===== config.mk =====
export PLATFORM = sky130hd
export DESIGN_NAME = smsort_ctrl
export DESIGN_NICKNAME = d
export VERILOG_FILES = /design/src/rtl/smsort_pkg.sv /design/src/rtl/smsort_ctrl.sv
export SDC_FILE = /design/constraint.sdc
export NUM_CORES = 1
export LEC_CHECK = 0
export BUFFER_PORTS_ARGS = -buffer_cell sky130_fd_sc_hd__buf_4
export CAP_MARGIN = 20
export CORE_AREA = 2 2 39 41
export DETAILED_ROUTE_END_ITERATION = 7
export DIE_AREA = 0 0 41 43
export PLACE_DENSITY = 0.57
export SLEW_MARGIN = 20
export SYNTH_ARGS = -nofsm -noshare
export SYNTH_HDL_FRONTEND = slang
export SYNTH_SLANG_ARGS = --single-unit

===== constraint.sdc =====
create_clock -name i_clk -period 1.5 [get_ports i_clk]
set_input_delay 0.15 -clock i_clk [delete_from_list [all_inputs] [get_ports i_clk]]
set_output_delay 0.15 -clock i_clk [all_outputs]
set_load 0.01 [all_outputs]

===== src/rtl/smsort_pkg.sv =====
// ----------------------------------------------------------------------------
// smsort_pkg
// Shared widths, sizes, controller states and the command and status bundles
// that pass between the sort controller and the sort datapath.
// ----------------------------------------------------------------------------
`default_nettype none

package smsort_pkg;

    // Field widths of one word.
    localparam int KEY_W = 32;
    localparam int TAG_W = 16;

    // Default store depth.
    localparam int MAX_ITEMS = 64;

    // Controller states.
    typedef enum logic [2:0] {
        S_IDLE,   // take input words
        S_PASS,   // decide whether another merge pass is needed
        S_BLOCK,  // set up the two runs of the next block
        S_MRD,    // read the heads of both runs
        S_MWR,    // compare heads and write the smaller one
        S_NEXT,   // double the run width and swap buffers
        S_ORD,    // read the next sorted entry
        S_OLD     // move it into the output register
    } t_state;

    // Commands from the controller to the datapath.
    typedef struct packed {
        logic load;
        logic sort_init;
        logic block_init;
        logic merge_step;
        logic pass_next;
        logic out_init;
        logic out_load;
        logic clear_run;
    } t_dp_cmd;

    // Status from the datapath to the controller.
    typedef struct packed {
        logic pass_more;
        logic step_blk_end;
        logic step_pass_end;
        logic out_free;
        logic out_last;
    } t_dp_status;

endpackage

`default_nettype wire


===== src/rtl/smsort_ctrl.sv =====
// ----------------------------------------------------------------------------
// smsort_ctrl
// Sequencer for loading, the bottom-up merge passes and the output drain.
// ----------------------------------------------------------------------------
`default_nettype none

module smsort_ctrl (
    input  wire logic                   i_clk,
    input  wire logic                   i_rst_n,
    input  wire logic                   i_in_valid,
    input  wire logic                   i_last_item,
    output logic                        o_in_stall,
    input  wire smsort_pkg::t_dp_status i_status,
    output smsort_pkg::t_dp_cmd         o_cmd
);

    smsort_pkg::t_state r_state;
    smsort_pkg::t_state n_state;
    logic               in_acc;

    assign in_acc = i_in_valid && (r_state == smsort_pkg::S_IDLE);

    // State register.
    always_ff @(posedge i_clk) begin
        if (!i_rst_n) begin
            r_state <= smsort_pkg::S_IDLE;
        end else begin
            r_state <= n_state;
        end
    end

    // Next state.
    always_comb begin
        n_state = r_state;
        case (r_state)
            smsort_pkg::S_IDLE: begin
                if (in_acc && i_last_item) begin
                    n_state = smsort_pkg::S_PASS;
                end
            end
            smsort_pkg::S_PASS: begin
                n_state = i_status.pass_more ? smsort_pkg::S_BLOCK : smsort_pkg::S_ORD;
            end
            smsort_pkg::S_BLOCK: n_state = smsort_pkg::S_MRD;
            smsort_pkg::S_MRD:   n_state = smsort_pkg::S_MWR;
            smsort_pkg::S_MWR: begin
                if (i_status.step_pass_end) begin
                    n_state = smsort_pkg::S_NEXT;
                end else if (i_status.step_blk_end) begin
                    n_state = smsort_pkg::S_BLOCK;
                end else begin
                    n_state = smsort_pkg::S_MRD;
                end
            end
            smsort_pkg::S_NEXT: n_state = smsort_pkg::S_PASS;
            smsort_pkg::S_ORD:  n_state = smsort_pkg::S_OLD;
            smsort_pkg::S_OLD: begin
                if (i_status.out_free) begin
                    n_state = i_status.out_last ? smsort_pkg::S_IDLE : smsort_pkg::S_ORD;
                end
            end
            default: n_state = smsort_pkg::S_IDLE;
        endcase
    end

    // Commands to the datapath.
    always_comb begin
        o_cmd      = '0;
        o_in_stall = 1'b1;
        case (r_state)
            smsort_pkg::S_IDLE: begin
                o_in_stall     = 1'b0;
                o_cmd.load     = in_acc;
                o_cmd.sort_init = in_acc && i_last_item;
            end
            smsort_pkg::S_PASS: begin
                o_cmd.out_init = !i_status.pass_more;
            end
            smsort_pkg::S_BLOCK: o_cmd.block_init = 1'b1;
            smsort_pkg::S_MRD: begin
            end
            smsort_pkg::S_MWR:  o_cmd.merge_step = 1'b1;
            smsort_pkg::S_NEXT: o_cmd.pass_next = 1'b1;
            smsort_pkg::S_ORD: begin
            end
            smsort_pkg::S_OLD: begin
                o_cmd.out_load  = i_status.out_free;
                o_cmd.clear_run = i_status.out_free && i_status.out_last;
            end
            default: begin
            end
        endcase
    end

    // Checks on the sequencing.
    a_merge_after_read: assert property (@(posedge i_clk) disable iff (!i_rst_n)
        (r_state == smsort_pkg::S_MWR) |-> ($past(r_state) == smsort_pkg::S_MRD))
        else $error("merge step without a preceding read cycle");

    a_load_after_read: assert property (@(posedge i_clk) disable iff (!i_rst_n)
        (r_state == smsort_pkg::S_OLD && $past(r_state) != smsort_pkg::S_OLD)
        |-> ($past(r_state) == smsort_pkg::S_ORD))
        else $error("output load entered without a read cycle");

    a_pass_entry: assert property (@(posedge i_clk) disable iff (!i_rst_n)
        (r_state == smsort_pkg::S_PASS)
        |-> ($past(r_state) == smsort_pkg::S_IDLE || $past(r_state) == smsort_pkg::S_NEXT))
        else $error("pass check entered from an unexpected state");

endmodule

`default_nettype wire


==> results.yml <==
floorplanning:
  die_y_um: 43
  initial_core_util_pct: 20.2
  core_mm2: 0.00138
  top_level_ports: 18
  dieArea_mm2: 0.00176
  die_w_um: 41
  rows: 14
route:
  vias_per_cell: 4.48
  routedWlPerCell_um: 9.31
  drt-initial-drc-count: 11
  vias: 345
  dr.max_layer_used: "met3"
  drtAntennaViolNets: 0
  wl_met2_um: 327
  firstDrtPassIters: 4
  wl_um: 717
  drc: 0
  wl_met3_um: 61
  wl_met1_um: 328
critical_path:
  required_ps: 1350
  cp_cell_sequence: "or3_4 > and2b_1 > buf_4"
  max_stage_delay_ps: 400
  crit_type: "flip-flop to output pin"
  cp.arrival_ps: 1250
  cp_max_fo: 4
  critPathSlowestCell: "or3_4"
  cp_top_family: "simple AND/OR/NAND/NOR gates"
  critPathBufInv: 1
  endpoint_kind: "output pin"
  cp-start-kind: "flip-flop"
synthesis:
  synth_area_um2: 279
  yosys-top-cells-area: "dfxtp_1 22%, nor3b_1 8.1%, nand2_1 6.7%, a21oi_1 5.4%, nor2_1 5.4%"
  synth-xor-area-share_pct: 0
  synth_top_family_by_area: "simple AND/OR/NAND/NOR gates"
  synth_warnings: 0
  synthCells: 40
  syn_nets: 49
  synth_compound_area_share_pct: 26.5
  synth_fa_ha_area_share_pct: 0
  synth_top_area_cell: "dfxtp_1"
  synth_simple_gate_area_share_pct: 39.5
  synth_top_area_share_pct: 21.5
  syn_area_per_cell_um2: 6.98
  synth_mux_area_share_pct: 0
  ys_ff_latch: 3
  synth_cell_type_count: 23
  ys_seq_area_share_pct: 21.5
clocking:
  cts_setup_buffers: 0
  cts_tree: "done"
  clkTransAtPathRegs_ps: 40
  cts_buffers: 3
  htreeDepth: 1
  cts_resized: 0
  clock_sinks: 3
  cts-root-buf: "clkbuf_4"
  clk_latency_ps: 230
  clockBufferDepth: 2
  holdBufCountCts: 0
cells_and_area:
  n_antenna_cell: 0
  drive_gt1_share_pct: 41.0
  layout_common_cells: "20 x buf_4, 5 x nand2_1, 4 x nor2_1"
  fin_nets: 71
  syn2layout_area_growth_pct: 61.9
  largest_reg_flops: 3
  fin_util_pct: 32.6
  fillers: 162
  final_common_cell: "buf_4"
  final-seq-area_um2: 60.1
  largest_registers: "r_state x3"
  multi_input_area_um2: 184
  top_register: "r_state"
timing:
  post-route-period-util_pct: 93.1
  final_max_slew_viol_count: 0
  fin_skew_ps: 2.04
  fmax_mhz: 716
  setup_violations: 0
  rsz0062_at_grt: "false"
  worstMarginPinSlew_ps: 269
  min_period_ps: 1400
  hold_violations: 0
  slew_headroom_pct: 82.0
  fin_tns_setup_ps: 0
global_routing:
  grt_pass1_wl_um: 1080
  grt_pass1_vias: 289
  track_usage_pct: 8.83
  grt_start_max_net_pins: 15
  antenna_found_initial: 0
  overflow: 0
pwr:
  leakage_nw: 0.205
  powerDensity_mw_per_mm2: 988
  ir_worst_vdd_mv: 0.589
place:
  place_congestion: 0.720
  dp.final_hpwl_um: 539
  io_buffer_count: 17
flow_run:
  drv_cap: 0
outcome:
  status: "complete, no violations"
min_path:
  min_path_type: "input pin to flip-flop"
==> metrics by stage <==
step           power [mW]  setup slack [ps]  hold slack (ps)  instance area, um^2  instances
2_1_floorplan       0.230               283              284                  279         40
3_3_place_gp        0.307               354              431                  425         73
3_5_place_dp        0.308               351              427                  425         73
4_1_cts             0.455              88.7              190                  452         77
5_1_grt             0.477              43.8              208                  452         77
6_report            0.446               104              198                  452         77
==> synthesized netlist by cell type <==
library cell	instances
a21boi_0	1
a21oi_1	3
and2_1	1
and2b_1	1
buf_2	1
buf_4	1
buf_6	1
dfxtp_1	3
inv_1	3
nand2_1	5
nand2b_1	2
nand3_1	1
nand4_1	1
nor2_1	4
nor3_1	1
nor3b_1	3
o211ai_1	1
o21ai_0	2
o21ai_2	1
o21bai_1	1
o22a_1	1
o32ai_1	1
or3_4	1
==> final timing paths <==
| kind | to | start | slack, ps | cells past startpoint |
|---|---|---|---|---|
| worst max-delay path | o_cmd[6] | r_state[1]$_SDFFE_PN0P_ | 100 | 3 |
| worst min-delay path | r_state[2]$_SDFFE_PN0P_ | i_status[2] | 200 | 3 |
| worst max register to register | r_state[0]$_SDFFE_PN0P_ | r_state[1]$_SDFFE_PN0P_ | 380 | 3 |
| worst min register to register | r_state[0]$_SDFFE_PN0P_ | r_state[1]$_SDFFE_PN0P_ | 630 | 3 |
==> metal layers <==
metal / vias to the layer above / track usage [%]
li1: 180 / -
met1: 151 / 12.2
met2: 14 / 11.9
met3: 0 / 4.71
met4: 0 / 2.00
met5: - / 0
==> worst min-delay path, delay by kind of cell <==
kind	cells	cell delay [ps]
AOI/OAI and AO/OA	1	60
and+or+nand+nor	1	50
buffers and inverters	1	120
==> cell type report <==
| type | count | share of cell area [%] |
|---|---|---|
| Inverter | 3 | 2.49 |
| Clock buffer | 4 | 5.82 |
| Multi-Input combinational cell | 31 | 40.7 |
| Timing Repair Buffer | 20 | 33.2 |
| Tap cell | 16 | 4.43 |
| Sequential cell | 3 | 13.3 |
==> report_power, final <==
| group | leakage, nW | switching (mW) | internal, mW | total [mW] |
|---|---|---|---|---|
| combinational | 0.165 | 0.0979 | 0.110 | 0.208 |
| clock | 0.0150 | 0.0412 | 0.0997 | 0.141 |
| sequential | 0.0245 | 0.00554 | 0.0919 | 0.0974 |
| total | 0.205 | 0.145 | 0.302 | 0.446 |
==> cells by family (layout without fill, tap and decap cells) <==
| family | count (synthesis) | in the layout |
|---|---|---|
| buffers and inverters | 6 | 27 |
| AOI/OAI and AO/OA | 11 | 11 |
| DFF | 3 | 3 |
| and+or+nand+nor | 20 | 20 |
Power figures use the tool's default switching activity.
